### config.mk
export PLATFORM = sky130hd
export DESIGN_NAME = iso14443_block_frame_encoder
export DESIGN_NICKNAME = d
export VERILOG_FILES = /design/src/hw/rtl/ibfe_pkg.sv /design/src/hw/rtl/ibfe_front.sv /design/src/hw/rtl/ibfe_back.sv /design/src/hw/rtl/iso14443_block_frame_encoder.sv
export SDC_FILE = /design/constraint.sdc
export NUM_CORES = 1
export LEC_CHECK = 0
export BUFFER_PORTS_ARGS = -buffer_cell sky130_fd_sc_hd__buf_2
export CAP_MARGIN = 15
export CELL_PAD_IN_SITES_DETAIL_PLACEMENT = 1
export CELL_PAD_IN_SITES_GLOBAL_PLACEMENT = 1
export CORE_ASPECT_RATIO = 0.75
export CORE_MARGIN = 2
export CORE_UTILIZATION = 40
export DETAILED_ROUTE_END_ITERATION = 10
export MAX_ROUTING_LAYER = met4
export PLACE_DENSITY_LB_ADDON = 0.1
export SLEW_MARGIN = 20
export SYNTH_ARGS = -nofsm -noshare
export SYNTH_HDL_FRONTEND = slang
export SYNTH_SLANG_ARGS = --single-unit
### constraint.sdc
create_clock -name clk -period 3.4 [get_ports clk]
set_clock_uncertainty 0.2 [all_clocks]
set_input_delay 0.17 -clock clk [delete_from_list [all_inputs] [get_ports clk]]
set_output_delay 0.17 -clock clk [all_outputs]
set_load 0.01 [all_outputs]
### src/hw/rtl/ibfe_pkg.sv
// ibfe_pkg: shared types, constants and the crc_a byte update of the
// iso14443 block frame encoder; no dependencies

package ibfe_pkg;

	// configuration register indexes
	localparam int unsigned CFG_INDEX_W = 2;
	localparam logic [CFG_INDEX_W-1:0] CFG_CRC_INITIAL = 2'd0;
	localparam logic [CFG_INDEX_W-1:0] CFG_PCB_BASE    = 2'd1;
	localparam int unsigned CFG_DATA_W = 16;

	// reset values
	localparam logic [15:0] CRC_INITIAL_RESET = 16'h6363;
	localparam logic [7:0]  PCB_BASE_RESET    = 8'h02;

	// frame kinds as sampled on the first byte
	localparam logic KIND_I_BLOCK = 1'b0;

	// default depth of the queue between front and back
	localparam int unsigned IBFE_QUEUE_DEPTH = 4;

	// classified input item
	typedef struct packed {
		logic       needs_pcb;
		logic       first;
		logic       last;
		logic [7:0] data;
	} item_t;

	// head of the queue as seen by the back end
	typedef struct packed {
		logic  valid;
		item_t item;
	} head_t;

	// live configuration
	typedef struct packed {
		logic [15:0] crc_initial;
		logic [7:0]  pcb_base;
	} cfg_t;

	// iso 14443 crc_a, one byte, reflected
	function automatic logic [15:0] crc_a_byte(input logic [15:0] crc, input logic [7:0] b);
		logic [7:0] c;
		c = b ^ crc[7:0];
		c = c ^ {c[3:0], 4'b0000};
		return {8'h00, crc[15:8]} ^ {c, 8'h00} ^ {5'b00000, c, 3'b000} ^ {12'h000, c[7:4]};
	endfunction

endpackage

### src/hw/rtl/ibfe_front.sv
// ibfe_front: accepts input requests, classifies them and holds them in a
// short queue for the back end; depends on ibfe_pkg

module ibfe_front #(
	parameter int unsigned QUEUE_DEPTH = ibfe_pkg::IBFE_QUEUE_DEPTH
) (
	input  logic          clk,
	input  logic          arst_n,
	input  logic          push,
	output logic          full,
	input  logic          kind,
	input  logic [7:0]    data_byte,
	input  logic          first_byte,
	input  logic          last_byte,
	output ibfe_pkg::head_t head,
	input  logic          head_pop
);
	import ibfe_pkg::*;

	localparam int unsigned PTR_W = (QUEUE_DEPTH > 1) ? $clog2(QUEUE_DEPTH) : 1;
	localparam int unsigned CNT_W = $clog2(QUEUE_DEPTH + 1);
	localparam logic [PTR_W-1:0] PTR_LAST = PTR_W'(QUEUE_DEPTH - 1);
	localparam logic [CNT_W-1:0] CNT_FULL = CNT_W'(QUEUE_DEPTH);

	item_t            mem_q [QUEUE_DEPTH];
	logic [PTR_W-1:0] wr_ptr_q;
	logic [PTR_W-1:0] rd_ptr_q;
	logic [CNT_W-1:0] count_q;
	item_t            new_item;
	logic             do_push;
	logic             do_pop;

	// classify: pcb only on the first byte of an i-block
	always_comb begin
		new_item.needs_pcb = first_byte & (kind == KIND_I_BLOCK);
		new_item.first     = first_byte;
		new_item.last      = last_byte;
		new_item.data      = data_byte;
	end

	assign full      = (count_q == CNT_FULL);
	assign do_push   = push & ~full;
	assign do_pop    = head_pop & head.valid;
	assign head.valid = (count_q != '0);
	assign head.item  = mem_q[rd_ptr_q];

	// queue storage
	always_ff @(posedge clk) begin
		if (do_push) begin
			mem_q[wr_ptr_q] <= new_item;
		end
	end

	// queue pointers and fill count
	always_ff @(posedge clk or negedge arst_n) begin
		if (!arst_n) begin
			wr_ptr_q <= '0;
			rd_ptr_q <= '0;
			count_q  <= '0;
		end else begin
			if (do_push) begin
				wr_ptr_q <= (wr_ptr_q == PTR_LAST) ? '0 : wr_ptr_q + 1'b1;
			end
			if (do_pop) begin
				rd_ptr_q <= (rd_ptr_q == PTR_LAST) ? '0 : rd_ptr_q + 1'b1;
			end
			unique case ({do_push, do_pop})
				2'b10:   count_q <= count_q + 1'b1;
				2'b01:   count_q <= count_q - 1'b1;
				default: count_q <= count_q;
			endcase
		end
	end

	// fill count stays in range
	a_count_range: assert property (@(posedge clk) disable iff (!arst_n)
		count_q <= CNT_FULL)
		else $error("queue count out of range");

	// an empty queue with no push stays empty
	a_empty_hold: assert property (@(posedge clk) disable iff (!arst_n)
		(!head.valid && !push) |=> !head.valid)
		else $error("queue filled without a push");

	// pointers meet when the queue is empty
	a_ptr_match: assert property (@(posedge clk) disable iff (!arst_n)
		(count_q == '0) |-> (wr_ptr_q == rd_ptr_q))
		else $error("queue pointers differ while empty");

endmodule

### src/hw/rtl/ibfe_back.sv
// ibfe_back: byte sequencer with crc_a register, block toggle and output
// register; depends on ibfe_pkg

module ibfe_back (
	input  logic            clk,
	input  logic            arst_n,
	input  ibfe_pkg::cfg_t  cfg,
	input  ibfe_pkg::head_t head,
	output logic            head_pop,
	output logic            empty,
	input  logic            pop,
	output logic [7:0]      out_byte,
	output logic            run_last,
	output logic            frame_end
);
	import ibfe_pkg::*;

	// sequencer phases within one item
	localparam logic [1:0] PH_HEAD = 2'd0;
	localparam logic [1:0] PH_DATA = 2'd1;
	localparam logic [1:0] PH_CRCL = 2'd2;
	localparam logic [1:0] PH_CRCH = 2'd3;

	logic [1:0]  phase_q;
	logic [15:0] crc_q;
	logic        toggle_q;
	logic        out_valid_q;
	logic [7:0]  out_byte_q;
	logic        out_run_last_q;
	logic        out_frame_end_q;

	logic        advance;
	logic        emit_pcb;
	logic [7:0]  pcb;
	logic [15:0] crc_base;
	logic [7:0]  crc_in;
	logic [15:0] crc_next;
	logic [7:0]  nxt_byte;
	logic        nxt_run_last;
	logic        nxt_frame_end;
	logic [1:0]  nxt_phase;
	logic        item_done;

	assign advance  = head.valid & (~out_valid_q | pop);
	assign emit_pcb = (phase_q == PH_HEAD) & head.item.needs_pcb;
	assign pcb      = {cfg.pcb_base[7:1], toggle_q};
	assign crc_base = ((phase_q == PH_HEAD) & head.item.first) ? cfg.crc_initial : crc_q;
	assign crc_in   = emit_pcb ? pcb : head.item.data;
	assign crc_next = crc_a_byte(crc_base, crc_in);

	// select the byte for the current phase
	always_comb begin
		nxt_byte      = head.item.data;
		nxt_run_last  = 1'b0;
		nxt_frame_end = 1'b0;
		nxt_phase     = phase_q;
		item_done     = 1'b0;
		unique case (phase_q)
			PH_HEAD, PH_DATA: begin
				if (emit_pcb) begin
					nxt_byte  = pcb;
					nxt_phase = PH_DATA;
				end else begin
					nxt_byte     = head.item.data;
					nxt_run_last = ~head.item.last;
					item_done    = ~head.item.last;
					nxt_phase    = head.item.last ? PH_CRCL : PH_HEAD;
				end
			end
			PH_CRCL: begin
				nxt_byte  = crc_q[7:0];
				nxt_phase = PH_CRCH;
			end
			PH_CRCH: begin
				nxt_byte      = crc_q[15:8];
				nxt_run_last  = 1'b1;
				nxt_frame_end = 1'b1;
				item_done     = 1'b1;
				nxt_phase     = PH_HEAD;
			end
			default: begin
				nxt_phase = PH_HEAD;
			end
		endcase
	end

	assign head_pop = advance & item_done;

	// sequencer state, crc and toggle
	always_ff @(posedge clk or negedge arst_n) begin
		if (!arst_n) begin
			phase_q  <= PH_HEAD;
			crc_q    <= CRC_INITIAL_RESET;
			toggle_q <= 1'b0;
		end else if (advance) begin
			phase_q <= nxt_phase;
			if ((phase_q == PH_HEAD) || (phase_q == PH_DATA)) begin
				crc_q <= crc_next;
			end
			if (emit_pcb) begin
				toggle_q <= ~toggle_q;
			end
		end
	end

	// output register valid
	always_ff @(posedge clk or negedge arst_n) begin
		if (!arst_n) begin
			out_valid_q <= 1'b0;
		end else if (advance) begin
			out_valid_q <= 1'b1;
		end else if (pop) begin
			out_valid_q <= 1'b0;
		end
	end

	// output register payload
	always_ff @(posedge clk) begin
		if (advance) begin
			out_byte_q      <= nxt_byte;
			out_run_last_q  <= nxt_run_last;
			out_frame_end_q <= nxt_frame_end;
		end
	end

	assign empty     = ~out_valid_q;
	assign out_byte  = out_byte_q;
	assign run_last  = out_run_last_q;
	assign frame_end = out_frame_end_q;

	// crc high only follows crc low
	a_crch_order: assert property (@(posedge clk) disable iff (!arst_n)
		(phase_q == PH_CRCH) |-> ($past(phase_q) == PH_CRCL || $past(phase_q) == PH_CRCH))
		else $error("crc high reached without crc low");

	// toggle flips only when a pcb goes out
	a_toggle_pcb: assert property (@(posedge clk) disable iff (!arst_n)
		!$stable(toggle_q) |-> $past(advance && emit_pcb))
		else $error("block toggle changed without a pcb");

	// the item leaves the queue only with its run-last byte
	a_pop_run_last: assert property (@(posedge clk) disable iff (!arst_n)
		head_pop |=> (out_valid_q && out_run_last_q))
		else $error("item retired without run-last byte");

	// frame end is always the run-last byte
	a_end_last: assert property (@(posedge clk) disable iff (!arst_n)
		(out_valid_q && out_frame_end_q) |-> out_run_last_q)
		else $error("frame end without run-last");

endmodule

### src/hw/rtl/iso14443_block_frame_encoder.sv
// iso14443_block_frame_encoder: top level with configuration registers,
// front queue and back sequencer; depends on ibfe_pkg, ibfe_front, ibfe_back
//
// Usage
//   Input side is a queue: drive kind, data_byte, first_byte, last_byte and
//   push; a request is taken at a clock edge with push high and full low.
//   Result side is a queue too: while empty is low the oldest framed byte
//   is on out_byte, run_last and frame_end; pop takes it.
//   On the first byte of an i-block a pcb byte (pcb_base with bit 0 set from
//   the block toggle) goes out first; after the last byte crc low and crc
//   high follow. Raw frames carry no pcb.
//   The first byte of an item passes through the queue and then the output
//   register before it shows on the outputs. The single sequencer emits one
//   result byte per cycle while the queue holds an item and the output
//   register is free or popped, and does a crc_a update on each pcb or data
//   byte; an item yields 1 to 4 result bytes.
//   Configuration is written through cfg_write, cfg_index, cfg_data, with
//   effect at once; write only while the block is idle (not enforced).
//   Reset clears the queue and output register, loads crc 0x6363 and the
//   register defaults. When the receiver stalls, the output register holds,
//   the queue fills and full rises after QUEUE_DEPTH more requests.

module iso14443_block_frame_encoder #(
	parameter int unsigned QUEUE_DEPTH = ibfe_pkg::IBFE_QUEUE_DEPTH
) (
	input  logic                             clk,
	input  logic                             arst_n,
	input  logic                             push,
	output logic                             full,
	input  logic                             kind,
	input  logic [7:0]                       data_byte,
	input  logic                             first_byte,
	input  logic                             last_byte,
	output logic                             empty,
	input  logic                             pop,
	output logic [7:0]                       out_byte,
	output logic                             run_last,
	output logic                             frame_end,
	input  logic                             cfg_write,
	input  logic [ibfe_pkg::CFG_INDEX_W-1:0] cfg_index,
	input  logic [ibfe_pkg::CFG_DATA_W-1:0]  cfg_data
);
	import ibfe_pkg::*;

	cfg_t  cfg_q;
	head_t head;
	logic  head_pop;

	// configuration registers
	always_ff @(posedge clk or negedge arst_n) begin
		if (!arst_n) begin
			cfg_q.crc_initial <= CRC_INITIAL_RESET;
			cfg_q.pcb_base    <= PCB_BASE_RESET;
		end else if (cfg_write) begin
			if (cfg_index == CFG_CRC_INITIAL) begin
				cfg_q.crc_initial <= cfg_data[15:0];
			end else if (cfg_index == CFG_PCB_BASE) begin
				cfg_q.pcb_base <= cfg_data[7:0];
			end
		end
	end

	// front: accept and classify
	ibfe_front #(
		.QUEUE_DEPTH(QUEUE_DEPTH)
	) u_front (
		.clk       (clk),
		.arst_n    (arst_n),
		.push      (push),
		.full      (full),
		.kind      (kind),
		.data_byte (data_byte),
		.first_byte(first_byte),
		.last_byte (last_byte),
		.head      (head),
		.head_pop  (head_pop)
	);

	// back: framing and crc
	ibfe_back u_back (
		.clk      (clk),
		.arst_n   (arst_n),
		.cfg      (cfg_q),
		.head     (head),
		.head_pop (head_pop),
		.empty    (empty),
		.pop      (pop),
		.out_byte (out_byte),
		.run_last (run_last),
		.frame_end(frame_end)
	);

endmodule
==> results of run 1 <==
-- repair_timing --
action | CTS | global route
hold buffers | 29 | 0
hold endpoints to repair | 93 | 0
resized for setup | 0 | 1
endpoints found under the setup margin | 0 | 1
-- cell usage after synthesis, drive strengths merged --
cell    instances
xor2           10
fa              1
and2            6
a21oi          23
xnor2           9
nand2b          1
edfxtp         54
and3            1
inv             9
o21ai           4
ha              6
o22ai           2
mux2i          24
or3             2
dfstp          17
nand3b          1
clkbuf          5
nor2           16
nor3b           1
buf             7
mux2           34
nor2b          10
mux4           10
nand2           4
dfrtp          33
nor3            1
or3b            1
a211oi          8
a31oi           1
clkinv          1
xnor3           9
-- worst min-delay path by stage --
stage | endpoint | slack [ns]
after detailed placement | cfg_q[20] | 0.17
after global placement | cfg_q[20] | 0.18
after floorplan | cfg_q[10] | -0.33
after global routing | u_front.wr_ptr_q[1] | 0.15
final | u_front.wr_ptr_q[1] | 0.09
after CTS | u_front.wr_ptr_q[1] | 0.08
-- worst min-delay path, stage by stage --
cell	delay [ns]
buf_2	0.09
nor2b_1	0.18
o21ai_0	0.16
-- per-layer routing --
| layer | track usage, % | up-vias |
|---|---|---|
| li1 | - | 1305 |
| met1 | 26.80 | 1430 |
| met4 | 4.173 | 0 |
| met2 | 26.40 | 44 |
| met5 | - | - |
| met3 | 4.777 | 10 |
-- flip-flops by register name, indices dropped and copies added, names as in the netlist --
register	count
u_front.rd_ptr_q	2
cfg_q	23
u_front.mem_q	44
u_front.count_q	3
u_back.out_valid_q	1
u_front.wr_ptr_q	2
u_back.frame_end	1
u_back.toggle_q	1
u_back.phase_q	2
u_back.out_byte	8
u_back.run_last	1
u_back.crc_q	16
-- power by group --
group | internal, W | switching (W)
Sequential | 0.00183 | 0.000248
Combinational | 0.00171 | 0.00141
Clock | 0.000574 | 0.000469
-- logic make-up (layout without fill, tap and decap cells) --
logic type / count (synthesis) / after routing
simple gates: 44 / 44
xor+xnor: 28 / 28
mux: 68 / 68
compound gates: 38 / 38
buf+inv: 22 / 111
flops: 104 / 104
fa+ha+maj: 7 / 7
-- stage by stage --
stage / hold WS, ns / instances / util, % / setup WS (ns)
after detailed placement: 0.1678 / 517 / 45.26 / 0.1757
after floorplan: -0.3256 / 311 / - / 0.4273
after global routing: 0.1472 / 562 / 50.32 / 0.1026
final: 0.08966 / 562 / 50.32 / 0.3066
after CTS: 0.08197 / 562 / 50.31 / 0.1587
after global placement: 0.1768 / 517 / 45.26 / 0.3093
-- cell type report --
cell class / instances / area, um^2 / share of cell area, %
Clock buffer: 10 / 229.0 / 3.904
Clock inverter: 6 / 70.07 / 1.195
Inverter: 10 / 37.54 / 0.6399
Multi-Input combinational cell: 185 / 1821 / 31.04
Sequential cell: 104 / 2895 / 49.36
Tap cell: 162 / 202.7 / 3.456
Timing Repair Buffer: 85 / 610.6 / 10.41
==> impl_metrics.json, run 1 <==
{
  "n_antenna_cell": 0,
  "peakVddDrop_mv": 0.4011,
  "top_layer": "met4",
  "worstPathRequired_ns": 3.47,
  "layout_commonest_cell": "edfxtp_1",
  "drt_iter0_drc": 157,
  "worstSkewPairLatency_ns": 0.35,
  "path_depth": 11,
  "regToRegSetupSlack_ns": 0.31,
  "ys_ff_latch": 104,
  "start_util_pct": 41.20,
  "outcome": "completed",
  "yosys.area_share.adder_pct": 1.980,
  "cap_viol_max_count": 0,
  "grt_pass1_vias": 3074,
  "setup_viol": 0,
  "grt_start_max_net_pins": 41,
  "cts_sinks": 104,
  "start_kind": "flop",
  "met2_length_um": 4707,
  "dr_total_vias": 2789,
  "p_total_w": 0.006248,
  "fin_nets": 436,
  "fmax_ghz": 0.3233,
  "yosys_warnings": 0,
  "drive_above_1_share_pct": 35.25,
  "cts_setup_buffers": 0,
  "fin_area_um2": 5866,
  "cts_tree": "yes",
  "hold_violations": 0,
  "cp-startpoint": "u_front.rd_ptr_q[0]",
  "critPathTopFamily": "adder cells",
  "overflow": 0,
  "muxShareOfSynthArea_pct": 17.67,
  "drt-met1-wl_um": 5289,
  "place_congestion": 0.7220,
  "core_area_um2": 11660,
  "fin_crit_ns": 3.093,
  "synth_area_um2": 4802,
  "clk_path_buf_depth": 2,
  "synthXorXnorAreaFrac_pct": 8.390,
  "synth_nets": 352,
  "ys_top_cells_by_area": "edfxtp_1, dfrtp_1, dfstp_2",
  "design.die.area_um2": 12910,
  "num_rows": 34,
  "synth-compound-area-share_pct": 4.872,
  "synthToLayoutAreaGrowth_pct": 22.15,
  "grt_pass1_wl_um": 17110,
  "max_stage_delay_ns": 0.54,
  "syn_inst": 311,
  "postPlaceCellArea_um2": 5275,
  "synth_top_area_cell": "edfxtp_1",
  "cpMaxStageDelayCell": "mux4_2",
  "postSynthAreaPerCell_um2": 15.44,
  "hp-start": "push",
  "rsz0062_at_grt": "no",
  "cts_buffers": 9,
  "worst-slew-pin-transition_ns": 1.074,
  "wl_per_cell_um": 18.52,
  "reg2reg_from": "u_front.rd_ptr_q[0]",
  "synth_top_family_by_area": "multiplexers",
  "rr_worst_depth": 11,
  "rr_endpoint": "u_front.count_q[2]",
  "min_period_over_period_pct": 90.98,
  "ios": 46,
  "cp_max_fo": 10,
  "drt-pass1-iter-count": 4,
  "cts_max_level": 3,
  "arrival_ns": 3.16,
  "path_class": "reg -> reg",
  "cellLeakagePower_nw": 2.300,
  "nFillCells": 1188,
  "power_per_cell_area_nw_per_um2": 1065,
  "synth-simple-area-share_pct": 4.820,
  "grt_usage_pct": 18.52,
  "end_kind": "flop",
  "setup_tns_ns": 0,
  "synth.distinct_cells": 37,
  "die_x_um": 130.5,
  "antenna_found_initial": 0,
  "hold_path.class": "in -> reg",
  "yosysSeqAreaShare_pct": 60.27,
  "postRouteAntennaNets": 0,
  "mostFrequentLayoutCells": "edfxtp_1, buf_2, mux2_2",
  "hold_depth": 3,
  "io_buffers": 45,
  "cp.buffers_inverters": 3,
  "totalWireLength_um": 10410,
  "crit_chain": "buf_4, mux4_2, a21oi_1, nand2_1, inv_1, ha_1, inv_1, fa_1, xor2_1, nor2_1, xor2_1",
  "endpoint": "u_front.count_q[2]",
  "max_slew_margin_pct": 28.40,
  "drv_slew": 0,
  "cts_root_buf": "clkbuf_16",
  "dp_hpwl_um": 7143,
  "yosysTopAreaCellShare_pct": 33.77,
  "routed_via_density": 4.963,
  "die_y_um": 98.89,
  "clkTransAtPathRegs_ns": 0.07,
  "wl_met3_um": 309,
  "drc": 0
}
(Power assumes the default switching activity.)
==> run 2, diff against run 1 <==
--- a/config.mk
+++ b/config.mk
@@ -5,12 +5,12 @@
 export SDC_FILE = /design/constraint.sdc
 export NUM_CORES = 1
 export LEC_CHECK = 0
+export ABC_AREA = 1
 export BUFFER_PORTS_ARGS = -buffer_cell sky130_fd_sc_hd__buf_2
-export CAP_MARGIN = 15
+export CAP_MARGIN = 10
 export CELL_PAD_IN_SITES_DETAIL_PLACEMENT = 1
 export CELL_PAD_IN_SITES_GLOBAL_PLACEMENT = 1
 export CORE_ASPECT_RATIO = 0.75
-export CORE_MARGIN = 2
 export CORE_UTILIZATION = 40
 export DETAILED_ROUTE_END_ITERATION = 10
 export MAX_ROUTING_LAYER = met4
==> run 2 against run 1 <==
Clock-buffer cell count is 2 higher. Flip-flop and latch count stayed put. Combinational power is 7.7% higher. Global-route usage is 4.3 points higher. Total power is 3.2% higher. Core utilization is 1.5 points lower. Final area is 9.9% higher. Die area is 9.9% higher. Fmax is 3.4% higher. Critical path type unchanged. Largest cell class unchanged. Largest power group unchanged.
==> impl_metrics.json, run 2 <==
{
  "outcome": "completed",
  "hold_path.class": "reg -> reg",
  "totalWireLength_um": 14150,
  "yosys_warnings": 0,
  "fin_nets": 742,
  "p_total_w": 0.006447,
  "clkPwrFrac_pct": 16.3,
  "p_comb_share_pct": 52.2,
  "overflow": 0,
  "dr_total_vias": 4370,
  "die_x_um": 137.2,
  "mostFrequentLayoutCells": "nand2_1, inv_1, edfxtp_1",
  "num_rows": 36,
  "ys_ff_latch": 104,
  "cts_root_buf": "clkbuf_16",
  "antenna_found_initial": 0,
  "reg_top3": "u_front.mem_q x44, cfg_q x23, u_back.crc_q x16",
  "max_slew_margin_pct": 30.78,
  "cellLeakagePower_nw": 3.081,
  "grt_usage_pct": 22.81,
  "synth.distinct_cells": 36,
  "ys_top_cells_by_area": "edfxtp_1, nand2_1, dfrtp_1",
  "synthToLayoutAreaGrowth_pct": 17.55,
  "cp_max_fo": 18,
  "synth_top_area_cell": "edfxtp_1",
  "swShare_pct": 46.45,
  "cts_setup_buffers": 0,
  "yosysSeqAreaShare_pct": 52.77,
  "crit_top_cell": "nand2_1",
  "drv_slew": 0,
  "worst-slew-pin-transition_ns": 1.038,
  "synth_area_um2": 5484,
  "max_stage_delay_ns": 0.57,
  "start_kind": "flop",
  "place_congestion": 0.8125,
  "cts_max_level": 3,
  "setup_tns_ns": 0,
  "grt-busiest-layer": "met2",
  "syn_inst": 627,
  "seq_power_share_pct": 31.5,
  "synth_common_cells": "nand2_1, inv_1, edfxtp_1, o21ai_0, nand3_1",
  "arrival_ns": 3.02,
  "cpMaxStageDelayCell": "dfrtp_1",
  "core_area_um2": 13200,
  "worstSkewPairLatency_ns": 0.36,
  "yosysTopAreaCellShare_pct": 29.57,
  "cts_buffers": 9,
  "synth_ff_type": "edfxtp_1",
  "drc": 0,
  "drt-pass1-iter-count": 4,
  "cts_sinks": 104,
  "power_per_cell_area_nw_per_um2": 1000,
  "peakVddDrop_mv": 0.3939,
  "drt_iter0_drc": 148,
  "rsz0062_at_grt": "no",
  "largest_reg_flops": 44,
  "routed_via_density": 4.983,
  "fmax_ghz": 0.3343,
  "io_buffers": 45,
  "path_class": "reg -> reg",
  "dp_hpwl_um": 10100,
  "cts_tree": "yes",
  "yosysMostFrequentCell": "nand2_1",
  "ios": 46,
  "setup_viol": 0,
  "drive_above_1_share_pct": 18.27,
  "clkTransAtPathRegs_ns": 0.07,
  "grt_use_met2_pct": 35.08,
  "multi_input_area_um2": 2132,
  "postSynthAreaPerCell_um2": 8.746,
  "postRouteAntennaNets": 0,
  "async_reset_ff_share_pct": 48.08,
  "cap_viol_max_count": 0,
  "grt_start_max_net_pins": 42,
  "grt_pass1_wl_um": 23160,
  "clk_path_buf_depth": 2,
  "cp.buffers_inverters": 3,
  "crit_chain": "inv_2, nand2_1, nand3_2, nand2_4, nand2_8, nand3_1, nand2_1, nand2_1, inv_1, ha_1, inv_1, fa_1, a21oi_1, o21ai_0, xor2_1",
  "n_antenna_cell": 0,
  "start_util_pct": 41.55,
  "hold_violations": 0,
  "critPathTopFamily": "simple AND/OR/NAND/NOR gates",
  "end_kind": "flop",
  "largest-register": "u_front.mem_q",
  "wl_per_cell_um": 16.13,
  "nFillCells": 1566,
  "grt_use_met3_pct": 5.117,
  "internal_power_w": 0.003452,
  "layout_commonest_cell": "nand2_1",
  "grt_pass1_vias": 4451,
  "grt.met1_usage_pct": 30.70,
  "worstPathRequired_ns": 3.43,
  "switchingPower_w": 0.002994,
  "min_period_over_period_pct": 87.98,
  "ff_latch_area_um2": 2894,
  "design.die.area_um2": 14190,
  "die_y_um": 103.4,
  "synth_nets": 668,
  "fin_crit_ns": 2.991,
  "synth_enable_flop_cells": 54
}
## run 2: final cells by class
cell class / instances / share of cell area [%]
multi-input combinational: 421 / 33.07
inverter: 79 / 4.600
timing repair buffer: 86 / 9.433
sequential: 104 / 44.90
clock inverter: 4 / 0.4658
tap: 171 / 3.319
clock buffer: 12 / 4.212
## run 2: routing by layer
metal | vias up | wire length (um)
met4 | 0 | 114
met3 | 10 | 497
li1 | 2166 | -
met1 | 2133 | 7150
met5 | - | 0
met2 | 61 | 6387
## run 2: metrics by stage
stage	worst slack (ns)	instances	util [%]	hold slack (ns)	cell area (um^2)
global route	0.07853	877	48.84	0.2818	6446
detailed placement	0.3883	831	44.28	0.1895	5844
CTS	0.3784	877	48.84	0.2732	6446
global placement	0.5446	831	44.28	0.1810	5844
finish	0.4087	877	48.84	0.2747	6446
floorplan	0.6721	627	-	-0.3256	5484
## run 2: worst paths after layout
path                                     startpoint            endpoint  slack [ns]  cells past startpoint
worst max-delay path            u_front.rd_ptr_q[0]  u_front.count_q[2]        0.41                     15
worst min-delay path                u_back.crc_q[9]     u_back.crc_q[9]        0.27                      2
worst max register to register  u_front.rd_ptr_q[0]  u_front.count_q[2]        0.41                     15
worst min register to register      u_back.crc_q[9]     u_back.crc_q[9]        0.27                      2
max in group asynchronous                    arst_n    u_back.crc_q[14]        1.89                      3
min in group asynchronous                    arst_n           cfg_q[11]        0.34                      2
## run 2: repair_timing
action	4_1_cts	5_1_grt
hold buffers	30	0
hold endpoints to repair	98	0
resized for setup	0	0
## run 2: logic make-up (layout without fill, tap and decap cells)
group	after synthesis	in the layout	share of synthesized area, %
adders and majority gates	7	7	1.734
buffers and inverters	102	181	8.464
AOI/OAI and AO/OA	67	67	6.959
xor gates and xnor gates	6	6	0.9582
DFF	104	104	52.77
muxes	9	9	1.848
and+or+nand+nor	332	332	27.26
## run 2: power groups by stage
stage          logic, W  clock network [W]  registers, W
2_1_floorplan   0.00250                  0       0.00202
3_3_place_gp    0.00322                  0       0.00204
3_5_place_dp    0.00335                  0       0.00205
4_1_cts         0.00340            0.00109       0.00203
5_1_grt         0.00383            0.00113       0.00208
6_report        0.00336            0.00105       0.00203
## run 2: worst min-delay path: cells and delay by family, from the launching register on
| family | cells | cell delay, ns |
|---|---|---|
| flops | 1 | 0.37 |
| simple gates | 2 | 0.11 |
==> run 3, diff against run 2 <==
--- a/config.mk
+++ b/config.mk
@@ -15,6 +15,7 @@
 export DETAILED_ROUTE_END_ITERATION = 10
 export MAX_ROUTING_LAYER = met4
 export PLACE_DENSITY_LB_ADDON = 0.1
+export REMOVE_ABC_BUFFERS = 1
 export SLEW_MARGIN = 20
 export SYNTH_ARGS = -nofsm -noshare
 export SYNTH_HDL_FRONTEND = slang
==> run 3 against run 2 <==
Combinational power rose by 1%. Final area fell by 0.45%. Die area is the same. Critical endpoint unchanged. Via count decreased by 0.34%. Flip-flop and latch count unchanged. Highest routed layer unchanged.
==> impl_metrics.json, run 3 (synthesis gave the netlist of run 2 again) <==
{
  "num_rows": 36,
  "max_slew_margin_pct": 37.20,
  "cts_root_buf": "clkbuf_16",
  "die_y_um": 103.4,
  "wl_per_cell_um": 16.18,
  "dp_cells": 832,
  "antenna_found_initial": 0,
  "worst-slew-pin-transition_ns": 0.9397,
  "end_kind": "flop",
  "internal_power_w": 0.003414,
  "grt_pass1_wl_um": 23000,
  "arrival_ns": 2.86,
  "start_kind": "flop",
  "whs_ns": 0.01956,
  "dp_hpwl_um": 10190,
  "grt_start_max_net_pins": 39,
  "hold_path.class": "in -> reg",
  "grt_pass1_vias": 4484,
  "rsz0062_at_grt": "no",
  "fin_cells": 877,
  "hold_violations": 0,
  "totalWireLength_um": 14190,
  "grt_usage_pct": 22.51,
  "design.die.area_um2": 14190,
  "die_x_um": 137.2,
  "swShare_pct": 46.62,
  "drt_iter0_drc": 169,
  "drive_above_1_share_pct": 18.13,
  "cts_buffers": 9,
  "postRouteAntennaNets": 0,
  "core_area_um2": 13200,
  "drt-pass1-iter-count": 6,
  "setup_viol": 0,
  "clkPwrFrac_pct": 15.3,
  "cp-startpoint": "u_front.rd_ptr_q[0]",
  "reg_top3": "u_front.mem_q x44, cfg_q x23, u_back.crc_q x16",
  "clk_path_buf_depth": 2,
  "synthToLayoutAreaGrowth_pct": 17.02,
  "cts_setup_buffers": 0,
  "io_buffers": 45,
  "rr_endpoint": "u_front.count_q[2]",
  "path_class": "reg -> reg",
  "start_util_pct": 41.55,
  "ios": 46,
  "outcome": "completed",
  "overflow": 0,
  "largest-register": "u_front.mem_q",
  "nFillCells": 1593,
  "post-route-util_pct": 48.63,
  "worstPathRequired_ns": 3.42,
  "power_per_cell_area_nw_per_um2": 996.7,
  "p_total_w": 0.006396,
  "peakVddDrop_mv": 0.4072,
  "fin_nets": 742,
  "drv_slew": 0,
  "cts_max_level": 3,
  "place_congestion": 0.8221,
  "seq_power_share_pct": 31.4,
  "setup_tns_ns": 0,
  "layout_commonest_cell": "nand2_1",
  "hp-start": "push",
  "p_comb_share_pct": 53.2,
  "drc": 0,
  "worstSkewPairLatency_ns": 0.35,
  "reg2reg_from": "u_front.rd_ptr_q[0]",
  "cellLeakagePower_nw": 3.058,
  "switchingPower_w": 0.002982,
  "endpoint": "u_front.count_q[2]",
  "min_period_over_period_pct": 83.45,
  "regToRegSetupSlack_ns": 0.56,
  "mostFrequentLayoutCells": "nand2_1, inv_1, edfxtp_1",
  "fmax_ghz": 0.3524,
  "cts_tree": "yes",
  "n_antenna_cell": 0,
  "dr_total_vias": 4355,
  "cts_sinks": 104,
  "cp_max_fo": 18,
  "largest_reg_flops": 44,
  "clkTransAtPathRegs_ns": 0.07,
  "rr_worst_depth": 15,
  "routed_via_density": 4.966,
  "fin_crit_ns": 2.837,
  "cap_viol_max_count": 0
}
[run 3: cell types whose count changed in the layout (fill, tap and decap cells not counted), sizes merged]
cell         delta
clkinvlp        +2
buf             +1
clkinv          +1
dlygate4sd3     -1
inv             -3
[run 3: how the worst min path moves through the flow]
stage                          endpoint  slack, ns  depth (start not counted)
floorplan                     cfg_q[10]      -0.33                          0
CTS                 u_front.wr_ptr_q[1]       0.02                          5
global route        u_front.wr_ptr_q[1]       0.08                          5
global placement               cfg_q[3]       0.07                          1
detailed placement            cfg_q[11]       0.09                          1
finish              u_front.wr_ptr_q[1]       0.02                          5
[run 3: layer usage]
metal / vias to the layer above / track usage [%] / part of all wire (%)
li1: 2161 / - / -
met1: 2123 / 29.27 / 49
met2: 59 / 36.75 / 47
met3: 12 / 4.581 / 3.2
met4: 0 / 4.311 / 0.69
met5: - / - / 0
[run 3: cell type report]
cell class	count	area (um^2)	area share [%]
clock buffer	12	246.5	3.841
sequential	104	2894	45.10
inverter	79	296.5	4.621
timing repair buffer	86	605.6	9.437
clock inverter	4	28.78	0.4484
tap	171	214.0	3.334
multi-input combinational	421	2132	33.22
[run 3: timing repair]
item	in CTS	in global routing
hold buffers	29	0
hold endpoints to repair	85	0
resized for setup	0	0
[run 3: power by group through the flow]
stage / sequential, W / clock (W) / combinational [W]
floorplan: 0.00206 / 0 / 0.00228
global placement: 0.00201 / 0 / 0.00323
detailed placement: 0.00204 / 0 / 0.00338
CTS: 0.00201 / 0.00101 / 0.00342
global route: 0.00205 / 0.00106 / 0.00386
finish: 0.00201 / 0.000981 / 0.00340
[run 3: through the flow]
| step | area [um^2] | setup WS [ns] |
|---|---|---|
| 6_report | 6417 | 0.5626 |
| 5_1_grt | 6417 | 0.4027 |
| 4_1_cts | 6417 | 0.5663 |
| 3_5_place_dp | 5852 | 0.5693 |
| 3_3_place_gp | 5852 | 0.7477 |
| 2_1_floorplan | 5316 | 0.4229 |
[run 3: worst max-delay path: stages (launching register included)]
cell,delay (ns)
dfrtp_1,0.42
inv_2,0.14
nand2_1,0.08
nand3_2,0.08
nand2_4,0.16
nand2_8,0.18
nand3_1,0.09
nand2_1,0.10
nand2_1,0.05
inv_1,0.14
ha_1,0.17
inv_1,0.07
fa_1,0.39
a21oi_1,0.17
o21ai_0,0.12
xor2_1,0.15
